$ cat src/design/pfcu_pkg.sv
// shared types and constants for the pcm frame converter / upsampler
// no dependencies; imported by every design file
package pfcu_pkg;

  // sample and configuration port widths
  localparam int unsigned SampleW  = 16;
  localparam int unsigned CfgIdxW  = 2;
  localparam int unsigned CfgDataW = 4;

  // register codes and special values
  localparam logic [1:0] SampleBytes8 = 2'd1;
  localparam logic [1:0] ChannelsMono = 2'd1;
  localparam logic [1:0] PhaseDrop    = 2'd2;
  localparam logic [7:0] ByteBias     = 8'h80;

  // configuration register indexes
  typedef enum logic [CfgIdxW-1:0] {
    CFG_SAMPLE_BYTES  = 2'd0,
    CFG_CHANNEL_COUNT = 2'd1,
    CFG_REPEAT_FACTOR = 2'd2,
    CFG_FAST_MODE     = 2'd3
  } cfg_idx_e;

  // configuration register set
  typedef struct packed {
    logic [1:0] sample_bytes;
    logic [1:0] channel_count;
    logic [3:0] repeat_factor;
    logic       fast_mode;
  } cfg_t;

  // converted stereo frame
  typedef struct packed {
    logic signed [SampleW-1:0] left;
    logic signed [SampleW-1:0] right;
  } frame_t;

endpackage

$ cat src/design/pfcu_in_if.sv
// source frame request channel: valid/ready with two raw samples
// depends on pfcu_pkg
interface pfcu_in_if
  import pfcu_pkg::*;
();
  logic               valid;
  logic               ready;
  logic [SampleW-1:0] first_sample;
  logic [SampleW-1:0] second_sample;

  modport source (output valid, output first_sample, output second_sample, input ready);
  modport sink   (input valid, input first_sample, input second_sample, output ready);
endinterface

$ cat src/design/pfcu_out_if.sv
// output frame request channel: valid/ready with signed stereo samples
// depends on pfcu_pkg
interface pfcu_out_if
  import pfcu_pkg::*;
();
  logic                      valid;
  logic                      ready;
  logic signed [SampleW-1:0] left_out;
  logic signed [SampleW-1:0] right_out;
  logic                      run_last;

  modport source (output valid, output left_out, output right_out, output run_last,
                  input ready);
  modport sink   (input valid, input left_out, input right_out, input run_last,
                  output ready);
endinterface

$ cat src/design/pfcu_cfg_regs.sv
// configuration register file written through a plain write port
// depends on pfcu_pkg
module pfcu_cfg_regs
  import pfcu_pkg::*;
(
  input  logic                clk_i,
  input  logic                rst_ni,
  input  logic                cfg_we_i,
  input  logic [CfgIdxW-1:0]  cfg_idx_i,
  input  logic [CfgDataW-1:0] cfg_data_i,
  output cfg_t                cfg_o
);

  cfg_t cfg_q, cfg_d;

  // register write decode
  always_comb begin
    cfg_d = cfg_q;
    if (cfg_we_i) begin
      unique case (cfg_idx_e'(cfg_idx_i))
        CFG_SAMPLE_BYTES:  cfg_d.sample_bytes  = cfg_data_i[1:0];
        CFG_CHANNEL_COUNT: cfg_d.channel_count = cfg_data_i[1:0];
        CFG_REPEAT_FACTOR: cfg_d.repeat_factor = cfg_data_i[3:0];
        CFG_FAST_MODE:     cfg_d.fast_mode     = cfg_data_i[0];
        default:           cfg_d = cfg_q;
      endcase
    end
  end

  always_ff @(posedge clk_i or negedge rst_ni) begin
    if (!rst_ni) begin
      cfg_q.sample_bytes  <= 2'd2;
      cfg_q.channel_count <= 2'd2;
      cfg_q.repeat_factor <= 4'd1;
      cfg_q.fast_mode     <= 1'b0;
    end else begin
      cfg_q <= cfg_d;
    end
  end

  assign cfg_o = cfg_q;

endmodule

$ cat src/design/pfcu_convert.sv
// input stage: frame drop, sample widening, mono copy, repeat count
// depends on pfcu_pkg
module pfcu_convert
  import pfcu_pkg::*;
#(
  parameter int unsigned MAX_REPEAT = 8,
  localparam int unsigned RepW = $clog2(MAX_REPEAT + 1)
) (
  input  logic               clk_i,
  input  logic               rst_ni,
  input  cfg_t               cfg_i,
  input  logic               in_valid_i,
  output logic               in_ready_o,
  input  logic [SampleW-1:0] first_sample_i,
  input  logic [SampleW-1:0] second_sample_i,
  output logic               frm_valid_o,
  input  logic               frm_take_i,
  output frame_t             frm_o,
  output logic [RepW-1:0]    frm_reps_o
);

  logic            valid_q, valid_d;
  logic [1:0]      phase_q, phase_d;
  frame_t          frm_q, frm_d;
  logic [RepW-1:0] reps_q, reps_d;
  logic            accept;
  logic            drop;
  logic            eight_bit;
  logic [SampleW-1:0] left_w, right_w;

  assign in_ready_o = !valid_q || frm_take_i;
  assign accept     = in_valid_i && in_ready_o;
  assign drop       = cfg_i.fast_mode && (phase_q == PhaseDrop);
  assign eight_bit  = (cfg_i.sample_bytes == SampleBytes8);

  // widen 8-bit unsigned to signed 16-bit, copy mono to both sides
  always_comb begin
    left_w  = eight_bit ? {first_sample_i[7:0] ^ ByteBias, 8'h00} : first_sample_i;
    right_w = eight_bit ? {second_sample_i[7:0] ^ ByteBias, 8'h00} : second_sample_i;
    frm_d.left  = left_w;
    frm_d.right = (cfg_i.channel_count == ChannelsMono) ? left_w : right_w;
  end

  // repeat count: zero means one, saturate at the maximum
  always_comb begin
    if (cfg_i.repeat_factor == 4'd0) begin
      reps_d = RepW'(1);
    end else if (int'(cfg_i.repeat_factor) > int'(MAX_REPEAT)) begin
      reps_d = RepW'(MAX_REPEAT);
    end else begin
      reps_d = RepW'(cfg_i.repeat_factor);
    end
  end

  // frame index mod 3 advances on every request, dropped or not
  always_comb begin
    phase_d = phase_q;
    if (accept) begin
      phase_d = (phase_q >= 2'd2) ? 2'd0 : phase_q + 2'd1;
    end
  end

  // stage valid: loaded by a kept request, cleared when taken
  always_comb begin
    valid_d = valid_q;
    if (frm_take_i) begin
      valid_d = 1'b0;
    end
    if (accept && !drop) begin
      valid_d = 1'b1;
    end
  end

  always_ff @(posedge clk_i or negedge rst_ni) begin
    if (!rst_ni) begin
      valid_q <= 1'b0;
      phase_q <= 2'd0;
    end else begin
      valid_q <= valid_d;
      phase_q <= phase_d;
    end
  end

  // payload register
  always_ff @(posedge clk_i) begin
    if (accept && !drop) begin
      frm_q  <= frm_d;
      reps_q <= reps_d;
    end
  end

  assign frm_valid_o = valid_q;
  assign frm_o       = frm_q;
  assign frm_reps_o  = reps_q;

endmodule

$ cat src/design/pfcu_repeat.sv
// output stage: holds one frame and emits it a counted number of times
// depends on pfcu_pkg
module pfcu_repeat
  import pfcu_pkg::*;
#(
  parameter int unsigned MAX_REPEAT = 8,
  localparam int unsigned RepW = $clog2(MAX_REPEAT + 1)
) (
  input  logic                      clk_i,
  input  logic                      rst_ni,
  input  logic                      frm_valid_i,
  output logic                      frm_take_o,
  input  frame_t                    frm_i,
  input  logic [RepW-1:0]           frm_reps_i,
  output logic                      out_valid_o,
  input  logic                      out_ready_i,
  output logic signed [SampleW-1:0] left_out_o,
  output logic signed [SampleW-1:0] right_out_o,
  output logic                      run_last_o
);

  logic            valid_q, valid_d;
  logic [RepW-1:0] cnt_q, cnt_d;
  frame_t          frm_q;
  logic            out_fire;
  logic            last;

  assign last       = (cnt_q == RepW'(1));
  assign out_fire   = valid_q && out_ready_i;
  assign frm_take_o = frm_valid_i && (!valid_q || (out_fire && last));

  // remaining-repeat counter and valid
  always_comb begin
    valid_d = valid_q;
    cnt_d   = cnt_q;
    if (frm_take_o) begin
      valid_d = 1'b1;
      cnt_d   = frm_reps_i;
    end else if (out_fire) begin
      valid_d = !last;
      cnt_d   = cnt_q - RepW'(1);
    end
  end

  always_ff @(posedge clk_i or negedge rst_ni) begin
    if (!rst_ni) begin
      valid_q <= 1'b0;
      cnt_q   <= '0;
    end else begin
      valid_q <= valid_d;
      cnt_q   <= cnt_d;
    end
  end

  // held frame
  always_ff @(posedge clk_i) begin
    if (frm_take_o) begin
      frm_q <= frm_i;
    end
  end

  assign out_valid_o = valid_q;
  assign left_out_o  = frm_q.left;
  assign right_out_o = frm_q.right;
  assign run_last_o  = last;

endmodule

$ cat src/design/pcm_frame_converter_upsampler_top.sv
// top level of the pcm frame converter with zero-order-hold upsampling
// depends on pfcu_pkg, pfcu_in_if, pfcu_out_if, pfcu_cfg_regs, pfcu_convert, pfcu_repeat
//
// Usage:
//   in_if  : one source frame per request (first_sample, second_sample).
//   out_if : signed 16-bit stereo frames; run_last marks the final repeat
//            of a source frame.
//   cfg    : write cfg_we_i with cfg_idx_i/cfg_data_i while the block is idle
//            (0 sample_bytes, 1 channel_count, 2 repeat_factor, 3 fast_mode).
// Path: after its request is accepted, a source frame goes through the input
//   register, then the output register, before its first output frame is valid.
// Throughput: one output frame per cycle while out_if.ready is high; a kept
//   source frame is emitted repeat_factor times (1..MAX_REPEAT), counted by the
//   repeat counter of the output stage. Dropped frames in fast mode are taken
//   at the input and produce nothing. With a factor of one and out_if.ready
//   high a new source frame is taken every cycle.
// Reset: registers return to 16-bit stereo, factor 1, fast mode off; the
//   frame phase counter and both stages are cleared.
// Stall: while out_if.ready is low the output frame holds; the input stage
//   still takes requests until it holds a kept frame, then in_if.ready drops.
module pcm_frame_converter_upsampler_top
  import pfcu_pkg::*;
#(
  parameter int unsigned MAX_REPEAT = 8
) (
  input  logic                clk_i,
  input  logic                rst_ni,
  input  logic                cfg_we_i,
  input  logic [CfgIdxW-1:0]  cfg_idx_i,
  input  logic [CfgDataW-1:0] cfg_data_i,
  pfcu_in_if.sink             in_if,
  pfcu_out_if.source          out_if
);

  localparam int unsigned RepW = $clog2(MAX_REPEAT + 1);

  cfg_t            cfg;
  logic            frm_valid;
  logic            frm_take;
  frame_t          frm;
  logic [RepW-1:0] frm_reps;

  // configuration registers
  pfcu_cfg_regs u_cfg (
    .clk_i      (clk_i),
    .rst_ni     (rst_ni),
    .cfg_we_i   (cfg_we_i),
    .cfg_idx_i  (cfg_idx_i),
    .cfg_data_i (cfg_data_i),
    .cfg_o      (cfg)
  );

  // input conversion stage
  pfcu_convert #(
    .MAX_REPEAT (MAX_REPEAT)
  ) u_convert (
    .clk_i           (clk_i),
    .rst_ni          (rst_ni),
    .cfg_i           (cfg),
    .in_valid_i      (in_if.valid),
    .in_ready_o      (in_if.ready),
    .first_sample_i  (in_if.first_sample),
    .second_sample_i (in_if.second_sample),
    .frm_valid_o     (frm_valid),
    .frm_take_i      (frm_take),
    .frm_o           (frm),
    .frm_reps_o      (frm_reps)
  );

  // repeat and output stage
  pfcu_repeat #(
    .MAX_REPEAT (MAX_REPEAT)
  ) u_repeat (
    .clk_i       (clk_i),
    .rst_ni      (rst_ni),
    .frm_valid_i (frm_valid),
    .frm_take_o  (frm_take),
    .frm_i       (frm),
    .frm_reps_i  (frm_reps),
    .out_valid_o (out_if.valid),
    .out_ready_i (out_if.ready),
    .left_out_o  (out_if.left_out),
    .right_out_o (out_if.right_out),
    .run_last_o  (out_if.run_last)
  );

endmodule
$ cat src/flat_wrapper.sv
// flat-port wrapper written by rule: the top's interface ports become plain ports
module pcm_frame_converter_upsampler_top_flat import pfcu_pkg::*;
#(
  parameter int unsigned MAX_REPEAT = 8
)
  (clk_i, rst_ni, cfg_we_i, cfg_idx_i, cfg_data_i, in_if_valid, in_if_first_sample, in_if_second_sample, in_if_ready, out_if_valid, out_if_left_out, out_if_right_out, out_if_run_last, out_if_ready);
  pfcu_in_if in_if_i ();
  pfcu_out_if out_if_i ();
  input  logic clk_i;
  input  logic rst_ni;
  input  logic cfg_we_i;
  input  logic [CfgIdxW-1:0] cfg_idx_i;
  input  logic [CfgDataW-1:0] cfg_data_i;
  input wire logic [$bits(in_if_i.valid)-1:0] in_if_valid;
  input wire logic [$bits(in_if_i.first_sample)-1:0] in_if_first_sample;
  input wire logic [$bits(in_if_i.second_sample)-1:0] in_if_second_sample;
  output wire logic [$bits(in_if_i.ready)-1:0] in_if_ready;
  output wire logic [$bits(out_if_i.valid)-1:0] out_if_valid;
  output wire logic [$bits(out_if_i.left_out)-1:0] out_if_left_out;
  output wire logic [$bits(out_if_i.right_out)-1:0] out_if_right_out;
  output wire logic [$bits(out_if_i.run_last)-1:0] out_if_run_last;
  input wire logic [$bits(out_if_i.ready)-1:0] out_if_ready;
  assign in_if_i.valid = in_if_valid;
  assign in_if_i.first_sample = in_if_first_sample;
  assign in_if_i.second_sample = in_if_second_sample;
  assign in_if_ready = in_if_i.ready;
  assign out_if_valid = out_if_i.valid;
  assign out_if_left_out = out_if_i.left_out;
  assign out_if_right_out = out_if_i.right_out;
  assign out_if_run_last = out_if_i.run_last;
  assign out_if_i.ready = out_if_ready;
  pcm_frame_converter_upsampler_top #(.MAX_REPEAT(MAX_REPEAT)) u_core (.clk_i(clk_i), .rst_ni(rst_ni), .cfg_we_i(cfg_we_i), .cfg_idx_i(cfg_idx_i), .cfg_data_i(cfg_data_i), .in_if(in_if_i), .out_if(out_if_i));
endmodule
$ cat config.mk
export PLATFORM = sky130hd
export DESIGN_NAME = pcm_frame_converter_upsampler_top_flat
export DESIGN_NICKNAME = d
export VERILOG_FILES = /design/src/design/pfcu_pkg.sv /design/src/design/pfcu_in_if.sv /design/src/design/pfcu_out_if.sv /design/src/design/pfcu_cfg_regs.sv /design/src/design/pfcu_convert.sv /design/src/design/pfcu_repeat.sv /design/src/design/pcm_frame_converter_upsampler_top.sv /design/src/flat_wrapper.sv
export SDC_FILE = /design/constraint.sdc
export NUM_CORES = 1
export LEC_CHECK = 0
export ABC_AREA = 1
export ABC_CLOCK_PERIOD_IN_PS = 3700
export BUFFER_PORTS_ARGS = -buffer_cell sky130_fd_sc_hd__buf_4
export CAP_MARGIN = 5
export CORE_ASPECT_RATIO = 1.25
export CORE_MARGIN = 2
export CORE_UTILIZATION = 40
export CTS_CLUSTER_DIAMETER = 40
export CTS_CLUSTER_SIZE = 10
export DETAILED_ROUTE_END_ITERATION = 10
export MAX_ROUTING_LAYER = met4
export PLACE_DENSITY = 0.59
export SLEW_MARGIN = 40
export SYNTH_ARGS = -nofsm -noshare
export SYNTH_HDL_FRONTEND = slang
export SYNTH_SLANG_ARGS = --single-unit
$ cat constraint.sdc
create_clock -name clk_i -period 3.7 [get_ports clk_i]
set_input_delay 0.555 -clock clk_i [delete_from_list [all_inputs] [get_ports clk_i]]
set_output_delay 0.555 -clock clk_i [all_outputs]
set_load 0.02 [all_outputs]
# Word-level counts from Yosys, hierarchy flattened
# Cells that the tools add are included.
# Widths: inputs -> output; s select.
[word_totals]
register_bits = 85
output_inout_bits = 35
inputBits = 43
wordCells = 59
[op_classes]
muxes = 11
n_eq_ne = 7
n_bitwise = 2
reduce_logical = 21
addsub = 2
n_lt_le_gt_ge = 2
[ops]
columns = ["cell", "n"]
rows = [
  ["$mux 16", 3],
  ["$mux 4", 3],
  ["$reduce_and 2->1", 4],
  ["$eq 2x1->1 const B", 3],
  ["$eq 2x2->1 const B", 3],
  ["$logic_and 1x1->1", 6],
  ["$eq 4x1->1 const B", 1],
  ["$gt 4x4->1 const B", 1],
  ["$logic_not 1->1", 4],
  ["$logic_not 4->1", 1],
  ["$mux 1", 4],
  ["$reduce_bool 2->1", 2],
  ["$sub 4x1->4 const B", 1],
  ["$add 2x1->2 const B", 1],
  ["$ge 2x2->1 const B", 1],
  ["$logic_not 2->1", 1],
  ["$logic_or 1x1->1", 2],
  ["$mux 2", 1],
  ["$not 1->1", 2],
  ["$reduce_or 2->1", 1],
]

# Longest topological paths before layout
# Gate-level depths: netlist of run 1.
[logic_depth]
ltp_word = 8
ltp_mapped = 8

# Cells and area by module
# A second synthesis of run 1 with hierarchy kept.
[unflattened]
cells_unflattened = 322
hier_area_um2 = 3634.7
[modules_own_cells]
columns = ["module", "area_each_um2", "seq_area_each_um2", "instances", "cells_each"]
rows = [
  ["pfcu_convert", 1908.1, 1156.1, 1, 192],
  ["pfcu_repeat", 1320.0, 1086.0, 1, 85],
  ["pfcu_cfg_regs", 406.6, 229.0, 1, 45],
]

# Worst setup path before layout of run 1
# No wires, ideal clock.
[synth_path]
path_kind = "reg-to-reg"
start = "register u_core.u_repeat.cnt_q[1]"
end = "register u_core.u_convert.frm_q (netlist bit u_core.u_convert.frm_o[0]), enable pin"
slack_ns = 0.664
t_arrival_ns = 2.606
setup_time_ns = 0.429
synth_period_minus_slack_ns = 3.036
path_stages_with_launch = 7
required_time_ns = 3.271
path_cell_list = "dfrtp_1 inv_1 ha_1 nand4_1 nand3_1 nand2_1 nor2_1"
[synth_via]
elab_chain_len = 7
[synth_lines]
columns = ["item", "line", "rtl"]
rows = [
  ["from (decl)", "pfcu_repeat.sv:23", "logic [RepW-1:0] cnt_q, cnt_d;"],
  ["from (signal assigned)", "pfcu_repeat.sv:51", "cnt_q <= cnt_d;"],
  ["$eq 4x1->1", "pfcu_repeat.sv:28", "assign last = (cnt_q == RepW'(1));"],
  ["$logic_and 1x1->1", "pfcu_repeat.sv:30", "assign frm_take_o = frm_valid_i && (!valid_q || (out_fire && last));"],
  ["$logic_or 1x1->1", "pfcu_repeat.sv:30", ""],
  ["$logic_and 1x1->1", "pfcu_repeat.sv:30", ""],
  ["$logic_or 1x1->1", "pfcu_convert.sv:31", "assign in_ready_o = !valid_q || frm_take_i;"],
  ["named net in_if_ready", "flat_wrapper.sv:17", "output wire logic [$bits(in_if_i.ready)-1:0] in_if_ready;"],
  ["$logic_and 1x1->1", "pfcu_convert.sv:32", "assign accept = in_valid_i && in_ready_o;"],
  ["$logic_and 1x1->1", "pfcu_convert.sv:86", "if (accept && !drop) begin"],
  ["to (signal assigned)", "pfcu_convert.sv:87", "frm_q <= frm_d;"],
  ["to (decl)", "pfcu_convert.sv:24", "frame_t frm_q, frm_d;"],
]
# The timed path passes the listed nets, and every way through them passes these cells.
# A chain may end at the register's enable or synchronous reset.

# Worst setup path in the final report of run 1
[layout_path]
start = "register u_core.u_repeat.cnt_q[1]"
end = "register u_core.u_convert.frm_q (netlist bit u_core.u_convert.frm_o[24]), enable pin"
[layout_via]
elab_chain_len = 7
[layout_lines]
columns = ["item", "line"]
rows = [
  ["$eq 4x1->1", "pfcu_repeat.sv:28"],
  ["$logic_and 1x1->1", "pfcu_repeat.sv:30"],
  ["$logic_or 1x1->1", "pfcu_repeat.sv:30"],
  ["$logic_and 1x1->1", "pfcu_repeat.sv:30"],
  ["$logic_or 1x1->1", "pfcu_convert.sv:31"],
  ["$logic_and 1x1->1", "pfcu_convert.sv:32"],
  ["$logic_and 1x1->1", "pfcu_convert.sv:86"],
]
# No other way between the ends.

==> flow_summary.yaml, run 1 <==
status:
  outcome: "completed"
sta:
  timing_hold_violations_final: 0
  slew_of_the_pin_with_the_lowest_slew_margin_ps: 627
  period_minus_slack_ps: 2040
  holdWs_ps: 46.9
  setup_viol: 0
  fin_crit_sh_pct: 55.3
  maxClockFrequency_ghz: 0.489
  finalSetupTns_ps: 0
  final-max-slew-violation-count: 0
  timing.clock.skew_ps: 10.8
  rsz0062_at_grt: "no"
  max_slew_headroom_at_the_worst_pin_pct: 58.1
clock_network:
  cts_setup_buffers: 0
  cts.root.buffer_cell: "clkbuf_8"
  number_of_clock_sinks: 85
  clk_latency_ps: 360
  clock_tree_from_tritoncts: "done"
  worst_setup_hold_path_clk_slew_ps: 90
  htreeDepth: 3
  postCtsHoldBufs: 0
  cts.repair.resized: 0
  number_of_buffers_inserted_during_clock_tree_synthesis: 9
  cts-root-to-sink-buffers: 2
worst_setup_path:
  crit_end: "u_core.u_convert.frm_o[24]"
  critical_path_arrival_ps: 2110
  rr_startpoint: "u_core.u_repeat.cnt_q[1]"
  critPathMaxStageDelay_ps: 460
  timing.critical_path.max_delay_family: "simple AND/OR/NAND/NOR gates"
  cp.buffers_inverters: 2
  timing.critical_path.from_type: "flip-flop"
  chain_of_cells_forming_the_critical_path: "inv_1, ha_1, nand4_1, nand3_1, nand2_1, nor2_4, buf_16"
  reg2reg_slack_ps: 1660
  crit_path_kind: "flip-flop to flip-flop"
  critical_path.startpoint: "u_core.u_repeat.cnt_q[1]"
  end_kind: "flip-flop"
  critPathSlowestCell: "nor2_4"
  ff_to_ff_end: "u_core.u_convert.frm_o[24]"
  timing.critical_path.depth: 7
  cp.required_ps: 3770
  worst-r2r-cell-count: 7
  crit_path_max_fanout: 20
place:
  place_congestion: 0.753
  dp.final_hpwl_um: 4300
  io_buffer_count: 77
drt:
  route.vias.total: 2202
  routedWlPerCell_um: 13.5
  viasPerCell: 4.83
  drc_errors: 0
  ant_nets: 0
  drt-initial-drc-count: 85
  dr.pass1.iters: 4
  drt-total-wl_um: 6140
cells_and_area:
  drive_gt1_share_pct: 31.8
  finish.utilization_pct: 52.2
  n_fill_cell: 764
  area_delta_synth_final_pct: 27.2
  most_common_cell_after_layout_fill_and_taps_aside: "buf_4"
  antenna_cells: 0
  layout.nets: 399
  layout_common_cells: "buf_4, edfxtp_1, nand2_1, inv_1, nor2_1"
global_routing:
  grt_max_degree: 33
  grt_pass1_wl_um: 9670
  via_count_of_the_first_global_routing_pass: 2078
  gr_usage_total_pct: 14.5
  grt_overflow: 0
  grt_antenna_before_repair: 0
logic_synthesis:
  synth_cell_type_count: 27
  syn-num-nets: 317
  yosys.area_share.adder_pct: 0.739
  combinational_family_with_the_most_area_after_synthesis: "simple AND/OR/NAND/NOR gates"
  postSynthRegisterBits: 85
  synth_area_mm2: 0.00338
  postSynth.topFlopCell: "edfxtp_1"
  synthXorXnorAreaFrac_pct: 0.259
  synthesis.area_per_instance_um2: 12.4
  muxShareOfSynthArea_pct: 0.333
  netlist_instances: 272
  synth_enable_flop_cells: 68
  asyncSetResetFlopFracSynth_pct: 20.0
  ys_warn_count: 0
  yosysSeqAreaShare_pct: 73.0
  compound_gate_fraction_of_synth_area_pct: 8.17
  synth-simple-area-share_pct: 12.3
floorplanning:
  io_pins: 78
  core.rowCount: 37
  x_dimension_of_the_die_um: 86.3
  die_height_um: 107
  floorplan.die_area_mm2: 0.00922
  fp.coreArea_mm2: 0.00824
  start_util_pct: 41.1
pwr:
  irDropWorstVdd_v: 0.000393
  power.density_cell_area_mw_per_mm2: 581
  p_leak_nw: 1.81
worst_hold_path:
  timing.hold.worst.class: "input port to async pin"
job:
  cap_violations: 0
area by class of cell:
| cell class | count | area [um^2] | area share [%] |
|---|---|---|---|
| flip-flops and latches | 85 | 2470 | 57.4 |
| multi-input cells | 147 | 754 | 17.5 |
| repair buffers | 79 | 613 | 14.2 |
| clock buffers | 10 | 138 | 3.20 |
| well taps | 97 | 121 | 2.82 |
| inverters | 32 | 120 | 2.79 |
| clock inverters | 6 | 86.3 | 2.01 |
routing by layer:
| layer | up-vias | track usage, % | wire, um |
|---|---|---|---|
| li1 | 1102 | - | - |
| met1 | 1034 | 16.8 | 2600 |
| met2 | 54 | 23.4 | 3110 |
| met3 | 12 | 3.00 | 290 |
| met4 | 0 | 8.15 | 144 |
| met5 | - | - | 0 |
sequential cells by signal (all words and copies together) (netlist names):
signal,cells
u_core.u_cfg.cfg_o,9
u_core.u_convert.frm_o,32
u_core.u_repeat.out_valid_o,1
u_core.u_convert.frm_reps_o,4
u_core.u_repeat.right_out_o,16
u_core.u_repeat.cnt_q,4
u_core.u_convert.frm_valid_o,1
u_core.u_convert.phase_q,2
u_core.u_repeat.left_out_o,16
worst reg2reg max path, stage by stage, from the launching register on:
cell and delay (ps):
dfrtp_1 400, inv_1 80, ha_1 160, nand4_1 100
nand3_1 160, nand2_1 150, nor2_4 460, buf_16 230
per-stage QoR:
stage	std cells	setup slack, ps	total power [mW]	instance area, um^2
floorplan	272	664	1.62	3380
global placement	439	1520	1.78	4050
detailed placement	440	1640	1.80	4080
CTS	456	1630	2.53	4300
global route	456	1470	2.63	4300
finish	456	1660	2.50	4300
where the power goes:
| group | switching (mW) | internal [mW] |
|---|---|---|
| registers | 0.0639 | 1.21 |
| logic | 0.307 | 0.194 |
| clock network | 0.329 | 0.397 |
| total | 0.700 | 1.80 |
worst min path at each step:
| stage | start | to | slack [ps] | depth (start not counted) |
|---|---|---|---|---|
| after detailed placement | u_core.u_convert.frm_o[13] | u_core.u_repeat.right_out_o[13] | 400 | 0 |
| after floorplan | rst_ni | u_core.u_cfg.cfg_o[0] | 260 | 0 |
| after global placement | u_core.u_convert.frm_o[30] | u_core.u_repeat.left_out_o[14] | 400 | 0 |
| final | rst_ni | u_core.u_cfg.cfg_o[2] | 50 | 1 |
| after CTS | rst_ni | u_core.u_cfg.cfg_o[4] | 40 | 1 |
| after global routing | rst_ni | u_core.u_cfg.cfg_o[2] | 50 | 1 |
cells by family (layout without fill, tap and decap cells):
family                     after synthesis  after routing
AOI/OAI and AO/OA                       45             45
buffers and inverters                   40            127
and+or+nand+nor                         98             98
xor gates and xnor gates                 1              1
adders and majority gates                2              2
DFF                                     85             85
muxes                                    1              1
cell usage after synthesis (3+ instances only):
cell type | n | share of area (%)
a21oi_1 | 10 | 1.5
buf_2 | 4 | 0.59
dfrtp_1 | 14 | 10
dfstp_2 | 3 | 2.3
edfxtp_1 | 68 | 60
inv_1 | 31 | 3.4
nand2_1 | 44 | 4.9
nand3_1 | 13 | 1.9
nand4_1 | 5 | 0.92
nor2_1 | 30 | 3.3
o21ai_0 | 17 | 2.5
o21ai_2 | 9 | 2.3
o31ai_1 | 6 | 1.3
(Power assumes the default switching activity.)
==> inputs of run 2 (changes only) <==
- ABC_CLOCK_PERIOD_IN_PS: 3700 -> 2100
- clock period: 3.7 -> 2.1 ns (I/O delays scaled with it)
==> flow_summary.yaml, run 2 (same netlist as run 1, synthesis figures left out) <==
drt:
  wirelength_met1_um: 2630
  routedWlPerCell_um: 13.3
  drc_errors: 0
  routed-wl-met2_um: 2990
  top_layer_used: "met4"
  route.vias.total: 2225
  drt-initial-drc-count: 107
  ant_nets: 0
  viasPerCell: 4.84
  drt-total-wl_um: 6100
  route.met3.wl_um: 311
  dr.pass1.iters: 5
global_routing:
  grt_antenna_before_repair: 0
  via_count_of_the_first_global_routing_pass: 2082
  grt_overflow: 0
  grt_pass1_wl_um: 9680
  gr_usage_total_pct: 14.4
  grt_max_degree: 37
job:
  cap_violations: 0
pwr:
  report.power.total_mw: 4.20
  irDropWorstVdd_v: 0.000475
  fraction_of_power_consumed_by_the_clock_network_pct: 25.4
  power_switching_share_pct: 30.3
  power.net_switching_mw: 1.27
  seqPwrFrac_pct: 53.3
  power.density_cell_area_mw_per_mm2: 981
  combPwrFrac_pct: 21.3
  p_leak_nw: 1.80
  internal_power_mw: 2.93
cells_and_area:
  drive_gt1_share_pct: 32.5
  layout.cell_area.non_filler_mm2: 0.00428
  layout_common_cells: "buf_4, edfxtp_1, nand2_1, inv_1, nor2_1"
  most_common_cell_after_layout_fill_and_taps_aside: "buf_4"
  antenna_cells: 0
  largest_reg_flops: 32
  layout.nets: 403
  finish.utilization_pct: 52.0
  area_delta_synth_final_pct: 26.5
status:
  outcome: "completed"
sta:
  finalSetupTns_ps: 0
  maxClockFrequency_ghz: 0.564
  timing.clock.skew_ps: 7.13
  rsz0062_at_grt: "no"
  holdWs_ps: 198
  timing_hold_violations_final: 0
  max_slew_headroom_at_the_worst_pin_pct: 63.6
  slew_of_the_pin_with_the_lowest_slew_margin_ps: 546
  final-max-slew-violation-count: 0
  fin_crit_sh_pct: 84.4
  setup_viol: 0
  period_minus_slack_ps: 1770
clock_network:
  clk_latency_ps: 350
  cts.root.buffer_cell: "clkbuf_8"
  postCtsHoldBufs: 1
  cts_setup_buffers: 0
  htreeDepth: 3
  clock_tree_from_tritoncts: "done"
  worst_setup_hold_path_clk_slew_ps: 90
  number_of_buffers_inserted_during_clock_tree_synthesis: 9
  cts.repair.resized: 0
  cts-root-to-sink-buffers: 2
  number_of_clock_sinks: 85
floorplanning:
  start_util_pct: 41.1
  core.rowCount: 37
  fp.coreArea_mm2: 0.00824
  floorplan.die_area_mm2: 0.00922
  die_height_um: 107
  io_pins: 78
  x_dimension_of_the_die_um: 86.3
worst_hold_path:
  timing.hold.worst.class: "input port to flip-flop"
worst_setup_path:
  critical_path_arrival_ps: 1460
  cp.required_ps: 1780
  crit_path_max_fanout: 5
  chain_of_cells_forming_the_critical_path: "ha_1, nand4_1, nand3_1, buf_4"
  cp.buffers_inverters: 1
  timing.critical_path.from_type: "flip-flop"
  crit_path_kind: "flip-flop to output port"
  critPathMaxStageDelay_ps: 420
  critPathSlowestCell: "dfrtp_1"
  end_kind: "output port"
  timing.critical_path.max_delay_family: "flip-flops"
place:
  place_congestion: 0.819
  dpl_cell_area_mm2: 0.00409
  io_buffer_count: 77
  dp.final_hpwl_um: 4320
-- run 2: cell types whose count changed in the layout (fill, tap and decap cells not counted), sizes merged --
cell / change
clkinvlp: +1
buf: +3
clkbuf: -1
inv: +3
dlygate4sd3: +1
clkinv: -1
bufinv: -2
-- run 2: power groups by stage --
stage / combinational (mW) / clock [mW] / sequential [mW]
5_1_grt: 1.01 / 1.16 / 2.27
4_1_cts: 0.906 / 1.10 / 2.24
3_5_place_dp: 0.902 / 0 / 2.28
6_report: 0.894 / 1.07 / 2.24
2_1_floorplan: 0.528 / 0 / 2.33
3_3_place_gp: 0.891 / 0 / 2.27
-- run 2: metrics by stage --
step | std cells | setup WS [ps]
3_3_place_gp | 443 | 425
2_1_floorplan | 272 | 24.2
6_report | 460 | 328
4_1_cts | 460 | 311
3_5_place_dp | 443 | 387
5_1_grt | 460 | 227
-- run 2: path summary, 6_finish.rpt --
kind	slack, ps	cells past startpoint	to	startpoint
max reg2reg	380	7	u_core.u_convert.frm_o[6]	u_core.u_repeat.cnt_q[1]
min	200	2	u_core.u_cfg.cfg_o[4]	cfg_data_i[3]
max	330	4	in_if_ready	u_core.u_repeat.cnt_q[0]
max in group asynchronous	1490	2	u_core.u_cfg.cfg_o[6]	rst_ni
min in group asynchronous	360	2	u_core.u_repeat.cnt_q[2]	rst_ni
min reg2reg	420	0	u_core.u_repeat.left_out_o[9]	u_core.u_convert.frm_o[25]
-- run 2: cell type report --
type	count	area, um^2
fill	741	3960
clock inverter	7	58.8
tap	97	121
sequential	85	2470
timing repair buffer	83	638
inverter	32	120
multi-input combinational	147	749
clock buffer	9	124
-- run 2: metal layers --
metal / vias up / global-route usage (%)
li1: 1110 / -
met1: 1029 / 17.0
met2: 72 / 22.9
met3: 14 / 3.16
met4: 0 / 7.59
met5: - / -
-- run 2: worst register-to-register path, stage by stage (launching register included) --
cell     delay (ps)
dfrtp_1         400
inv_1            80
ha_1            170
nand4_1         100
nand3_1         170
nand2_1         150
nor2_4          120
buf_12          220
